$ cat config.mk
export PLATFORM = sky130hd
export DESIGN_NAME = iso8601_to_epoch_parser
export DESIGN_NICKNAME = d
export VERILOG_FILES = /design/src/iso_ep_pkg.sv /design/src/iso_ep_ctrl.sv /design/src/iso_ep_datapath.sv /design/src/iso8601_to_epoch_parser.sv
export VERILOG_INCLUDE_DIRS = /design/src /design/src/src
export SDC_FILE = /design/constraint.sdc
export NUM_CORES = 2
export LEC_CHECK = 0
export BUFFER_PORTS_ARGS = -buffer_cell sky130_fd_sc_hd__buf_2
export CORE_UTILIZATION = 62
export CTS_BUF_LIST = sky130_fd_sc_hd__clkbuf_8
export DETAILED_ROUTE_END_ITERATION = 7
export PLACE_DENSITY = 0.79
export SYNTH_ARGS = -nofsm -noshare
export SYNTH_HDL_FRONTEND = slang
export SYNTH_SLANG_ARGS = --single-unit
$ cat constraint.sdc
create_clock -name clock -period 12.9 [get_ports clock]
set_input_delay 3.87 -clock clock [delete_from_list [all_inputs] [get_ports clock]]
set_output_delay 3.87 -clock clock [all_outputs]
set_load 0.005 [all_outputs]
$ cat src/iso8601_to_epoch_parser_assert.svh
// Assertion helpers for the timestamp parser.
`ifndef ISO8601_TO_EPOCH_PARSER_ASSERT_SVH
`define ISO8601_TO_EPOCH_PARSER_ASSERT_SVH

// Same-cycle implication.
`define ISO_EP_ASSERT_IMPL(label, clk, rst, ante, cons, msg) \
   label: assert property (@(posedge clk) disable iff (rst) (ante) |-> (cons)) \
      else $error(msg);

// Next-cycle implication.
`define ISO_EP_ASSERT_NEXT(label, clk, rst, ante, cons, msg) \
   label: assert property (@(posedge clk) disable iff (rst) (ante) |=> (cons)) \
      else $error(msg);

`endif

$ cat src/iso_ep_pkg.sv
`timescale 1ns / 1ps
`default_nettype none

package iso_ep_pkg;

   localparam logic [37:0] MIN_EPOCH_RESET = 38'd1577836800;

   localparam logic [7:0] CHAR_NUL   = 8'h00;
   localparam logic [7:0] CHAR_DASH  = 8'h2D;
   localparam logic [7:0] CHAR_ZERO  = 8'h30;
   localparam logic [7:0] CHAR_NINE  = 8'h39;
   localparam logic [7:0] CHAR_COLON = 8'h3A;
   localparam logic [7:0] CHAR_T     = 8'h54;

   localparam logic [1:0] STATUS_OK        = 2'd0;
   localparam logic [1:0] STATUS_MALFORMED = 2'd1;
   localparam logic [1:0] STATUS_EARLY     = 2'd2;

   typedef enum logic [3:0] {
      FIELD_YEAR    = 4'd0,
      FIELD_MONTH   = 4'd1,
      FIELD_DAY     = 4'd2,
      FIELD_HOUR    = 4'd3,
      FIELD_MINUTE  = 4'd4,
      FIELD_SECOND  = 4'd5,
      FIELD_OFFHOUR = 4'd6,
      FIELD_OFFMIN  = 4'd7,
      FIELD_DONE    = 4'd8
   } field_type;

   typedef enum logic [2:0] {
      STATE_IDLE,
      STATE_STAGE1,
      STATE_STAGE2,
      STATE_STAGE3,
      STATE_STAGE4,
      STATE_STAGE5,
      STATE_WRITE
   } state_type;

   typedef struct packed {
      logic take;
      logic stage1;
      logic stage2;
      logic stage3;
      logic stage4;
      logic stage5;
      logic load;
   } dp_cmd_type;

endpackage

`default_nettype wire

$ cat src/iso_ep_ctrl.sv
`timescale 1ns / 1ps
`default_nettype none

module iso_ep_ctrl (
   input  wire logic                  clock,
   input  wire logic                  reset,
   input  wire logic                  req_tvalid,
   input  wire logic                  req_tlast,
   output logic                       req_tready,
   output logic                       rsp_tvalid,
   input  wire logic                  rsp_tready,
   output iso_ep_pkg::dp_cmd_type     cmd
);

   iso_ep_pkg::state_type state_ff, state_in;
   logic rsp_valid_ff, rsp_valid_in;

   always_ff @(posedge clock) begin
      if (reset) begin
         state_ff     <= iso_ep_pkg::STATE_IDLE;
         rsp_valid_ff <= 1'b0;
      end else begin
         state_ff     <= state_in;
         rsp_valid_ff <= rsp_valid_in;
      end
   end

   always_comb begin
      state_in     = state_ff;
      cmd          = '0;
      req_tready   = 1'b0;
      rsp_valid_in = rsp_valid_ff && !rsp_tready;
      unique case (state_ff)
         iso_ep_pkg::STATE_IDLE: begin
            req_tready = 1'b1;
            if (req_tvalid) begin
               cmd.take = 1'b1;
               if (req_tlast) begin
                  state_in = iso_ep_pkg::STATE_STAGE1;
               end
            end
         end
         iso_ep_pkg::STATE_STAGE1: begin
            cmd.stage1 = 1'b1;
            state_in   = iso_ep_pkg::STATE_STAGE2;
         end
         iso_ep_pkg::STATE_STAGE2: begin
            cmd.stage2 = 1'b1;
            state_in   = iso_ep_pkg::STATE_STAGE3;
         end
         iso_ep_pkg::STATE_STAGE3: begin
            cmd.stage3 = 1'b1;
            state_in   = iso_ep_pkg::STATE_STAGE4;
         end
         iso_ep_pkg::STATE_STAGE4: begin
            cmd.stage4 = 1'b1;
            state_in   = iso_ep_pkg::STATE_STAGE5;
         end
         iso_ep_pkg::STATE_STAGE5: begin
            cmd.stage5 = 1'b1;
            state_in   = iso_ep_pkg::STATE_WRITE;
         end
         iso_ep_pkg::STATE_WRITE: begin
            if (!rsp_valid_ff || rsp_tready) begin
               cmd.load     = 1'b1;
               rsp_valid_in = 1'b1;
               state_in     = iso_ep_pkg::STATE_IDLE;
            end
         end
         default: begin
            state_in = iso_ep_pkg::STATE_IDLE;
         end
      endcase
   end

   assign rsp_tvalid = rsp_valid_ff;

endmodule

`default_nettype wire

$ cat src/iso_ep_datapath.sv
`timescale 1ns / 1ps
`default_nettype none

module iso_ep_datapath (
   input  wire logic                  clock,
   input  wire logic                  reset,
   input  wire iso_ep_pkg::dp_cmd_type cmd,
   input  wire logic [7:0]            character,
   input  wire logic                  csr_wen,
   input  wire logic [37:0]           csr_wdata,
   output logic [38:0]                epoch_seconds,
   output logic [1:0]                 status
);

   // parse state
   iso_ep_pkg::field_type fi_ff, fi_in;
   logic [2:0]  dc_ff, dc_in;
   logic [13:0] acc_ff, acc_in;
   logic [13:0] year_ff, year_in;
   logic [6:0]  month_ff, month_in;
   logic [6:0]  day_ff, day_in;
   logic [6:0]  hour_ff, hour_in;
   logic [6:0]  minute_ff, minute_in;
   logic [6:0]  second_ff, second_in;
   logic        neg_ff, neg_in;
   logic [6:0]  oh_ff, oh_in;
   logic        err_ff, err_in;
   logic [37:0] min_ff;

   logic        is_digit;
   logic [2:0]  width;
   logic        sep_ok;

   // conversion pipeline
   logic               lt3;
   logic signed [14:0] yfm_ff, yfm_in;
   logic [6:0]         mfm;
   logic [15:0]        era_prod;
   logic signed [5:0]  era_ff, era_in;
   logic [14:0]        num_ff, num_in;
   logic [18:0]        tod;
   logic [18:0]        off;
   logic signed [20:0] tdelta_ff, tdelta_in;

   logic signed [16:0] era400;
   logic signed [16:0] yoe_full;
   logic [8:0]         yoe_ff, yoe_in;
   logic [26:0]        doy_prod;
   logic [11:0]        doyq_ff, doyq_in;
   logic signed [23:0] era146_ff, era146_in;

   logic [12:0]        yoeq_prod;
   logic [6:0]         yoe4_ff, yoe4_in;
   logic [2:0]         yoeq_ff, yoeq_in;
   logic [17:0]        y365_ff, y365_in;
   logic signed [13:0] doy_ff, doy_in;

   logic signed [23:0] days_ff, days_in;

   logic signed [41:0] secs_prod;
   logic signed [39:0] epoch_ff, epoch_in;

   logic        fmt_ok;
   logic [38:0] out_epoch_ff;
   logic [1:0]  out_status_ff;

   always_comb begin
      is_digit = (character >= iso_ep_pkg::CHAR_ZERO) && (character <= iso_ep_pkg::CHAR_NINE);
      width    = (fi_ff == iso_ep_pkg::FIELD_YEAR) ? 3'd4 : 3'd2;
      unique case (fi_ff)
         iso_ep_pkg::FIELD_YEAR, iso_ep_pkg::FIELD_MONTH:
            sep_ok = (character == iso_ep_pkg::CHAR_DASH);
         iso_ep_pkg::FIELD_DAY:
            sep_ok = (character == iso_ep_pkg::CHAR_T);
         iso_ep_pkg::FIELD_HOUR, iso_ep_pkg::FIELD_MINUTE, iso_ep_pkg::FIELD_OFFHOUR:
            sep_ok = (character == iso_ep_pkg::CHAR_COLON);
         iso_ep_pkg::FIELD_SECOND:
            sep_ok = (character != iso_ep_pkg::CHAR_NUL);
         default:
            sep_ok = 1'b1;
      endcase
   end

   always_comb begin
      fi_in     = fi_ff;
      dc_in     = dc_ff;
      acc_in    = acc_ff;
      year_in   = year_ff;
      month_in  = month_ff;
      day_in    = day_ff;
      hour_in   = hour_ff;
      minute_in = minute_ff;
      second_in = second_ff;
      neg_in    = neg_ff;
      oh_in     = oh_ff;
      err_in    = err_ff;
      if (cmd.load) begin
         fi_in     = iso_ep_pkg::FIELD_YEAR;
         dc_in     = '0;
         acc_in    = '0;
         year_in   = '0;
         month_in  = '0;
         day_in    = '0;
         hour_in   = '0;
         minute_in = '0;
         second_in = '0;
         neg_in    = 1'b0;
         oh_in     = '0;
         err_in    = 1'b0;
      end else if (cmd.take && !err_ff && (fi_ff != iso_ep_pkg::FIELD_DONE)) begin
         if (is_digit && (dc_ff < width)) begin
            acc_in = acc_ff * 14'd10 + {10'd0, character[3:0]};
            dc_in  = dc_ff + 3'd1;
         end else if ((dc_ff == 3'd0) || !sep_ok) begin
            err_in = 1'b1;
         end else begin
            unique case (fi_ff)
               iso_ep_pkg::FIELD_YEAR:    year_in   = acc_ff;
               iso_ep_pkg::FIELD_MONTH:   month_in  = acc_ff[6:0];
               iso_ep_pkg::FIELD_DAY:     day_in    = acc_ff[6:0];
               iso_ep_pkg::FIELD_HOUR:    hour_in   = acc_ff[6:0];
               iso_ep_pkg::FIELD_MINUTE:  minute_in = acc_ff[6:0];
               iso_ep_pkg::FIELD_SECOND: begin
                  second_in = acc_ff[6:0];
                  neg_in    = (character == iso_ep_pkg::CHAR_DASH);
               end
               iso_ep_pkg::FIELD_OFFHOUR: oh_in     = acc_ff[6:0];
               default: begin
               end
            endcase
            fi_in = iso_ep_pkg::field_type'(fi_ff + 4'd1);
            if (fi_ff != iso_ep_pkg::FIELD_OFFMIN) begin
               acc_in = '0;
               dc_in  = '0;
            end
         end
      end
   end

   always_ff @(posedge clock) begin
      if (reset) begin
         fi_ff     <= iso_ep_pkg::FIELD_YEAR;
         dc_ff     <= '0;
         acc_ff    <= '0;
         year_ff   <= '0;
         month_ff  <= '0;
         day_ff    <= '0;
         hour_ff   <= '0;
         minute_ff <= '0;
         second_ff <= '0;
         neg_ff    <= 1'b0;
         oh_ff     <= '0;
         err_ff    <= 1'b0;
         min_ff    <= iso_ep_pkg::MIN_EPOCH_RESET;
      end else begin
         fi_ff     <= fi_in;
         dc_ff     <= dc_in;
         acc_ff    <= acc_in;
         year_ff   <= year_in;
         month_ff  <= month_in;
         day_ff    <= day_in;
         hour_ff   <= hour_in;
         minute_ff <= minute_in;
         second_ff <= second_in;
         neg_ff    <= neg_in;
         oh_ff     <= oh_in;
         err_ff    <= err_in;
         if (csr_wen) begin
            min_ff <= csr_wdata;
         end
      end
   end

   // stage 1: shift year to March start, era estimate, time of day adjusted by the offset
   always_comb begin
      lt3      = (month_ff < 7'd3);
      yfm_in   = $signed({1'b0, year_ff}) - $signed({14'd0, lt3});
      mfm      = lt3 ? (month_ff + 7'd9) : (month_ff - 7'd3);
      era_prod = 16'(yfm_in[13:4]) * 16'd41;
      era_in   = yfm_in[14] ? 6'sh3F : $signed(era_prod[15:10]);
      num_in   = 15'(mfm) * 15'd153 + 15'd2;
      tod      = 19'(hour_ff) * 19'd3600 + 19'(minute_ff) * 19'd60 + 19'(second_ff);
      off      = 19'(oh_ff) * 19'd3600 + 19'(acc_ff[6:0]) * 19'd60;
      tdelta_in = neg_ff ? ($signed({2'b00, tod}) + $signed({2'b00, off}))
                         : ($signed({2'b00, tod}) - $signed({2'b00, off}));
   end

   // stage 2: year of era, day of year quotient, era days
   always_comb begin
      era400    = $signed({{11{era_ff[5]}}, era_ff}) * 17'sd400;
      yoe_full  = $signed({{2{yfm_ff[14]}}, yfm_ff}) - era400;
      yoe_in    = yoe_full[8:0];
      doy_prod  = 27'(num_ff) * 27'd3277;
      doyq_in   = doy_prod[25:14];
      era146_in = $signed({{18{era_ff[5]}}, era_ff}) * 24'sd146097;
   end

   // stage 3: leap terms and day of year
   always_comb begin
      yoe4_in   = yoe_ff[8:2];
      yoeq_prod = 13'(yoe4_in) * 13'd41;
      yoeq_in   = yoeq_prod[12:10];
      y365_in   = 18'(yoe_ff) * 18'd365;
      doy_in    = $signed({2'b00, doyq_ff}) + $signed({7'd0, day_ff}) - 14'sd1;
   end

   // stage 4: days since epoch
   always_comb begin
      days_in = era146_ff + $signed({6'd0, y365_ff}) + $signed({17'd0, yoe4_ff})
              - $signed({21'd0, yoeq_ff}) + $signed({{10{doy_ff[13]}}, doy_ff})
              - 24'sd719468;
   end

   // stage 5: seconds
   always_comb begin
      secs_prod = days_ff * 18'sd86400;
      epoch_in  = secs_prod[39:0] + $signed({{19{tdelta_ff[20]}}, tdelta_ff});
   end

   always_ff @(posedge clock) begin
      if (cmd.stage1) begin
         yfm_ff    <= yfm_in;
         era_ff    <= era_in;
         num_ff    <= num_in;
         tdelta_ff <= tdelta_in;
      end
      if (cmd.stage2) begin
         yoe_ff    <= yoe_in;
         doyq_ff   <= doyq_in;
         era146_ff <= era146_in;
      end
      if (cmd.stage3) begin
         yoe4_ff <= yoe4_in;
         yoeq_ff <= yoeq_in;
         y365_ff <= y365_in;
         doy_ff  <= doy_in;
      end
      if (cmd.stage4) begin
         days_ff <= days_in;
      end
      if (cmd.stage5) begin
         epoch_ff <= epoch_in;
      end
   end

   assign fmt_ok = !err_ff && ((fi_ff == iso_ep_pkg::FIELD_DONE) ||
                               ((fi_ff == iso_ep_pkg::FIELD_OFFMIN) && (dc_ff != 3'd0)));

   always_ff @(posedge clock) begin
      if (cmd.load) begin
         if (!fmt_ok) begin
            out_epoch_ff  <= '0;
            out_status_ff <= iso_ep_pkg::STATUS_MALFORMED;
         end else begin
            out_epoch_ff <= epoch_ff[38:0];
            if (epoch_ff >= $signed({2'b00, min_ff})) begin
               out_status_ff <= iso_ep_pkg::STATUS_OK;
            end else begin
               out_status_ff <= iso_ep_pkg::STATUS_EARLY;
            end
         end
      end
   end

   assign epoch_seconds = out_epoch_ff;
   assign status        = out_status_ff;

endmodule

`default_nettype wire

$ cat src/iso8601_to_epoch_parser.sv
`timescale 1ns / 1ps
`default_nettype none

// Parses YYYY-MM-DDTHH:MM:SS, a sign character and HH:MM, one character per word,
// and returns Unix seconds and a status on the word marked tlast. A word
// without tlast is accepted whenever the parser is idle. A tlast word is parsed,
// then passes through five days-from-civil pipeline stages (constant multiplies
// and adds split across the stages) and then loads the result register; that
// last step waits while an earlier result is still held. Status 0 is valid, 1 is
// malformed text (seconds then read zero), 2 is earlier than the minimum epoch
// held in the CSR, which resets to 1577836800.

`include "iso8601_to_epoch_parser_assert.svh"

module iso8601_to_epoch_parser (
   input  wire logic        clock,
   input  wire logic        reset,
   input  wire logic        req_tvalid,
   output logic             req_tready,
   input  wire logic [7:0]  req_tdata,   // [7:0] character
   input  wire logic        req_tlast,
   output logic             rsp_tvalid,
   input  wire logic        rsp_tready,
   output logic [39:0]      rsp_tdata,   // [38:0] epoch_seconds, [39] zero
   output logic [1:0]       rsp_tuser,   // [1:0] status
   input  wire logic        csr_wen,
   input  wire logic [37:0] csr_wdata
);

   iso_ep_pkg::dp_cmd_type cmd;
   logic [38:0] epoch_seconds;
   logic [1:0]  status;

   iso_ep_ctrl u_ctrl (
      .clock      (clock),
      .reset      (reset),
      .req_tvalid (req_tvalid),
      .req_tlast  (req_tlast),
      .req_tready (req_tready),
      .rsp_tvalid (rsp_tvalid),
      .rsp_tready (rsp_tready),
      .cmd        (cmd)
   );

   iso_ep_datapath u_datapath (
      .clock         (clock),
      .reset         (reset),
      .cmd           (cmd),
      .character     (req_tdata),
      .csr_wen       (csr_wen),
      .csr_wdata     (csr_wdata),
      .epoch_seconds (epoch_seconds),
      .status        (status)
   );

   assign rsp_tdata = {1'b0, epoch_seconds};
   assign rsp_tuser = status;

   `ISO_EP_ASSERT_NEXT(a_last_stalls_input, clock, reset, req_tvalid && req_tready && req_tlast, !req_tready, "input taken during conversion")
   `ISO_EP_ASSERT_IMPL(a_cmd_onehot, clock, reset, 1'b1, $onehot0({cmd.take, cmd.stage1, cmd.stage2, cmd.stage3, cmd.stage4, cmd.stage5, cmd.load}), "overlapping datapath commands")
   `ISO_EP_ASSERT_NEXT(a_load_shows_result, clock, reset, cmd.load, rsp_tvalid, "loaded result not presented")
   `ISO_EP_ASSERT_IMPL(a_status_code, clock, reset, rsp_tvalid, rsp_tuser != 2'd3, "undefined status code")

endmodule

`default_nettype wire

**Yosys cells after proc, flatten, opt, wreduce, memory -nomap -nowiden**

Cells that the tools add are included.

- Register bits: 364
- Input bits: 52
- Output and inout port bits: 44

- Add/sub/neg operators: 21
- Multipliers: 13
- Order comparisons: 5
- Equality and inequality tests: 23
- Multiplexer cells: 27
- Bitwise gates (word level): 2
- Reductions and logical operators: 34

Operators with widths:

| cell | count |
|---|---|
| multiplier 7 x 8 -> 15 bit (second input constant) | 3 |
| 2-to-1 mux 14 bit | 3 |
| adder 40 bit | 1 |
| >= comparator 40 x 39 -> 1 bit | 1 |
| adder 19 x 13 -> 19 bit | 2 |
| multiplier 24 x 11 -> 33 bit (second input constant) | 1 |
| AND reduction 4 bit | 7 |
| multiplier 15 x 12 -> 26 bit (second input constant) | 1 |
| adder 24 x 14 -> 24 bit | 1 |
| adder 24 x 19 -> 24 bit | 1 |
| adder 24 x 8 -> 24 bit | 1 |
| multiplier 6 x 19 -> 24 bit (second input constant) | 1 |
| subtractor 24 x 21 -> 24 bit (second input constant) | 1 |
| subtractor 24 x 4 -> 24 bit | 1 |
| multiplier 7 x 4 -> 11 bit (second input constant) | 2 |
| 2-to-1 mux 21 bit | 1 |
| 2-to-1 mux 3 bit | 7 |
| one-hot mux 3 bit (7 select lines) | 1 |
| adder 19 x 19 -> 20 bit | 1 |
| subtractor 19 x 19 -> 20 bit | 1 |
| adder 19 x 7 -> 19 bit | 1 |
| multiplier 9 x 9 -> 18 bit (second input constant) | 1 |
| == test 4 x 3 -> 1 bit (second input constant) | 4 |
| == test 8 x 6 -> 1 bit (second input constant) | 2 |
| 45 further kinds | 79 |

**Longest topological paths before layout**

- Word-level depth: 7
- Depth in mapped cells: 29

**Cells and area by module**

From an unflattened synthesis, not the netlist that was laid out.

- Cell total of the unflattened synthesis: 3,720
- Area total of the unflattened synthesis: 36,824.1 µm²

By module, submodules not included:

| module | instances | cells each | area an instance (µm²) | sequential area each (µm²) |
|---|---|---|---|---|
| iso_ep_datapath | 1 | 3,691 | 36,575.1 | 9,639.2 |
| iso_ep_ctrl | 1 | 27 | 237.7 | 80.1 |
| iso8601_to_epoch_parser | 1 | 2 | 11.3 | 0.0 |

**Worst setup path before layout**

No wires, ideal clock.

- Path type: input to register
- From: input port rsp_tready
- To: register u_datapath.err_ff
- Library setup time: 0.128 ns
- Arrival time: 6.178 ns
- Required time: 12.772 ns
- Slack: 6.594 ns
- Cell stages on the path: 7
- Buffers on the path: 3
- Cell sequence: nand2b_1 > and3_1 > or2_2 > clkbuf_1 > clkbuf_1 > buf_1 > nor2_1

RTL lines:

| element | line | text |
|---|---|---|
| from (decl) | iso8601_to_epoch_parser.sv:23 | `input wire logic rsp_tready,` |
| to (signal assigned) | iso_ep_datapath.sv:167 | `err_ff <= err_in;` |
| to (decl) | iso_ep_datapath.sv:27 | `logic err_ff, err_in;` |

**Final worst setup path**

- From: register u_datapath.minute_ff[0]
- To: register u_datapath.tdelta_ff[18], data pin

- Word-level cells in the longest chain between the ends: 5

RTL lines:

| element | line | text |
|---|---|---|
| from (decl) | iso_ep_datapath.sv:23 | `logic [6:0] minute_ff, minute_in;` |
| from (signal assigned) | iso_ep_datapath.sv:163 | `minute_ff <= minute_in;` |
| multiplier 7 x 4 -> 11 bit (*) | iso_ep_datapath.sv:182 | `tod = 19'(hour_ff) * 19'd3600 + 19'(minute_ff) * 19'd60 + 19'(second_ff);` |
| adder 19 x 13 -> 19 bit (*) | iso_ep_datapath.sv:182 |  |
| adder 19 x 7 -> 19 bit (*) | iso_ep_datapath.sv:182 |  |
| subtractor 19 x 19 -> 20 bit or adder 19 x 19 -> 20 bit (tied branches) | iso_ep_datapath.sv:185, iso_ep_datapath.sv:184 |  |
| 2-to-1 mux 21 bit (*) | iso_ep_datapath.sv:184 | `tdelta_in = neg_ff ? ($signed({2'b00, tod}) + $signed({2'b00, off}))` |
| via u_datapath.tdelta_in[18] | iso_ep_datapath.sv:43 | `logic signed [20:0] tdelta_ff, tdelta_in;` |
| to (signal assigned) | iso_ep_datapath.sv:225 | `tdelta_ff <= tdelta_in;` |
| to (decl) | iso_ep_datapath.sv:43 |  |

Mark *: on every way through the listed nets, which the timed path passes. The rest lies on a longest branch.
A chain may end at the register's enable or synchronous reset.

==> results.json <==
{
  "synthSimpleGateAreaFrac_pct": 8.91,
  "dieArea_um2": 60200,
  "finalCritPeriodShare_pct": 51.6,
  "worstHoldStart": "u_datapath.yfm_ff[3]",
  "antenna_found_initial": 3,
  "cts.clk_slew.worst_paths_ns": 0.08,
  "routabilityCongestion": 0.923,
  "critPathKind": "flop to flop",
  "worstSetupStartpoint": "u_datapath.minute_ff[0]",
  "regArea_um2": 9720,
  "power_leakage_uw": 0.0195,
  "hold_viol_final": 0,
  "synth-xor-area-share_pct": 6.13,
  "cts_hold_buf": 0,
  "h-tree-depth": 3,
  "crit_buf_inv": 4,
  "nFillCells": 4468,
  "finalSetupViolations": 0,
  "drt_wl_total_mm": 73.1,
  "avgSynthCellArea_um2": 9.90,
  "drc": 0,
  "fmax_mhz": 150,
  "final_cell_mix": "ha_1 (727), inv_1 (715), edfxtp_1 (243), fa_1 (240), a21oi_1 (219)",
  "end_kind": "flop",
  "dp_slack_ns": 5.91,
  "path_depth": 24,
  "worstHoldPathType": "flop to flop",
  "synth_top_family_by_area": "adder cells",
  "ctsResizeCount": 0,
  "io_pins": 96,
  "multi_input_area_um2": 24200,
  "r2r_cells": 24,
  "synthFlopType": "edfxtp_1",
  "initial_core_util_pct": 63.2,
  "start_kind": "flop",
  "status": "finished, final reports clean",
  "synth-compound-area-share_pct": 11.3,
  "top_layer_used": "met4",
  "met2WireLength_mm": 36.7,
  "wl_met3_mm": 3.30,
  "synth_seq_cells": 364,
  "critPathTopFamily": "compound AO/OA/AOI/OAI gates",
  "worstPathRequired_ns": 13.32,
  "rows": 88,
  "grt_pass1_vias": 26000,
  "synth_edf_count": 243,
  "numCtsBuffers": 67,
  "drive_gt1_share_pct": 6.36,
  "rsz0062_at_grt": "false",
  "synth_cells": 3712,
  "clk_latency_ns": 0.67,
  "path_cells": "fa_1, inv_1, fa_1, inv_1, fa_1, inv_1, fa_1, inv_1, ha_1, a21oi_1, o21bai_1, a21oi_1, o21ai_0, a22oi_1, ha_1, a21o_1, a21o_1, a21oi_1, o21ba_2, o31ai_1, a31o_2, a2111oi_0, a2bb2oi_1, xnor2_1",
  "drt-pass1-iter-count": 6,
  "finalSetupTns_ns": 0,
  "rr_startpoint": "u_datapath.minute_ff[0]",
  "drt_iter0_markers": 1205,
  "critical_path_arrival_ns": 7.08,
  "post_cts_buffers": 0,
  "ys_warn_count": 0,
  "coreArea_um2": 58100,
  "area_growth_pct": 7.26,
  "nets": 4853,
  "numPortBuffers": 94,
  "die_h_um": 245,
  "syn-cell-area_um2": 36700,
  "max-vdd-ir-drop_mv": 0.124,
  "tightestPinTransition_ns": 1.21,
  "clockBufferDepth": 3,
  "pwr_density_cell_nw_per_um2": 106,
  "ys_seq_area_share_pct": 26.4,
  "grt_start_max_net_pins": 80,
  "hold_depth": 0,
  "final_max_slew_viol_count": 0,
  "dp_hpwl_mm": 59.2,
  "synth_fa_ha_area_share_pct": 37.8,
  "wl_met1_mm": 31.0,
  "setup_slack_ns": 6.24,
  "critPathMaxStageDelay_ns": 0.57,
  "clock-root-buffer": "clkbuf_8",
  "slew_headroom_pct": 18.9,
  "cts_tree": "done",
  "final_common_cell": "ha_1",
  "grt-ovfl-total": 0,
  "maxCapViolations": 0,
  "grt_pass1_wl_mm": 122,
  "via_count": 25600,
  "ant_nets": 0,
  "crit_slowest_cell": "fa_1",
  "ys_types": 84,
  "postSynthNetCount": 4731,
  "viasPerCell": 5.49,
  "worst-path-max-fanout": 8,
  "post_drt_wl_per_cell_um": 15.7,
  "finClkSkew_ns": 0.0484,
  "fin_crit_ns": 6.66,
  "synthMuxAreaShare_pct": 1.58,
  "async_flop_share_pct": 0,
  "grt.total_usage_pct": 24.9,
  "cts_sinks": 364,
  "die_w_um": 245
}
## per-stage QoR
| stage | util (%) | total power (µW) | instances | hold slack [ns] | cell area [µm²] |
|---|---|---|---|---|---|
| floorplan | - | 2720 | 3712 | 0.400 | 36700 |
| global placement | 65.5 | 3020 | 4530 | 0.402 | 38100 |
| detailed placement | 65.5 | 3060 | 4530 | 0.405 | 38100 |
| CTS | 67.8 | 4200 | 4650 | 0.388 | 39400 |
| global route | 67.8 | 4470 | 4651 | 0.407 | 39400 |
| finish | 67.8 | 4170 | 4652 | 0.391 | 39400 |
## cell families (layout without fill, tap and decap cells)
| group | count (synthesis) | in the layout |
|---|---|---|
| flip-flops | 364 | 364 |
| XOR/XNOR | 257 | 257 |
| other | 1 | 3 |
| adder cells (fa/ha/maj) | 967 | 967 |
| AO/OA/AOI/OAI | 643 | 643 |
| multiplexers | 58 | 58 |
| AND/OR/NAND/NOR | 669 | 669 |
| buffers and inverters | 753 | 926 |
## worst reg2reg max path: stages, from the launching register on
cell and delay, ns:
dfxtp_1 0.37, fa_1 0.57, inv_1 0.06, fa_1 0.48, inv_1 0.07, fa_1 0.48
inv_1 0.05, fa_1 0.48, inv_1 0.04, ha_1 0.34, a21oi_1 0.21, o21bai_1 0.09
a21oi_1 0.28, o21ai_0 0.16, a22oi_1 0.41, ha_1 0.41, a21o_1 0.21, a21o_1 0.17
a21oi_1 0.24, o21ba_2 0.16, o31ai_1 0.08, a31o_2 0.28, a2111oi_0 0.44, a2bb2oi_1 0.24
xnor2_1 0.08
## final timing paths
check	slack [ns]	endpoint
max	6.24	u_datapath.tdelta_ff[18]
min	0.39	u_datapath.yoe_ff[3]
max reg2reg	6.24	u_datapath.tdelta_ff[18]
min reg2reg	0.39	u_datapath.yoe_ff[3]
## cells in the mapped netlist, drive strengths merged (24+ instances only)
master | number | area share [%]
and2 | 55 | 0.94
clkbuf | 41 | 0.42
o21a | 29 | 0.61
xnor2 | 188 | 4.5
nor3 | 48 | 0.65
nand3 | 67 | 0.91
a21o | 99 | 2.0
fa | 240 | 13
edfxtp | 243 | 20
ha | 727 | 25
xor2 | 69 | 1.6
inv | 697 | 7.1
o211ai | 24 | 0.49
nor2b | 28 | 0.48
dfxtp | 121 | 6.6
nand2 | 140 | 1.4
o21bai | 38 | 0.78
a21oi | 221 | 3.0
nor2 | 207 | 2.1
o21ai | 95 | 1.3
mux2i | 57 | 1.6
## state kept, by name, indices dropped and copies added, names as in the netlist, 6 cells and up
signal	cells
u_datapath.epoch_ff	40
u_datapath.epoch_seconds	39
u_datapath.min_ff	38
u_datapath.days_ff	24
u_datapath.era146_ff	24
u_datapath.tdelta_ff	21
u_datapath.y365_ff	18
u_datapath.num_ff	15
u_datapath.acc_ff	14
u_datapath.doy_ff	14
u_datapath.year_ff	14
u_datapath.doyq_ff	12
u_datapath.yfm_ff	9
u_datapath.yoe_ff	9
u_datapath.day_ff	7
u_datapath.hour_ff	7
u_datapath.minute_ff	7
u_datapath.month_ff	7
u_datapath.oh_ff	7
u_datapath.second_ff	7
u_datapath.yoe4_ff	7
u_datapath.era_ff	6
## where the power goes
group	switching [µW]	total, µW	internal (µW)
combinational	908	1650	737
clock	518	1120	604
sequential	26.1	1400	1370
## layer usage
layer  track usage (%)  vias to the layer above
met5                 0                        -
met4              8.22                        0
li1                  -                    12800
met1              29.8                    12100
met3              4.30                      134
met2              45.1                      452
## final cells by class
| class | instances | share of cell area, % |
|---|---|---|
| clock buffer | 72 | 2.51 |
| multi-input combinational | 2595 | 61.4 |
| clock inverter | 48 | 0.882 |
| timing repair buffer | 109 | 1.48 |
| tap | 765 | 2.43 |
| antenna | 2 | 0.0127 |
| inverter | 697 | 6.64 |
| sequential | 364 | 24.7 |
Note: power is estimated with default switching activity, not from simulation.
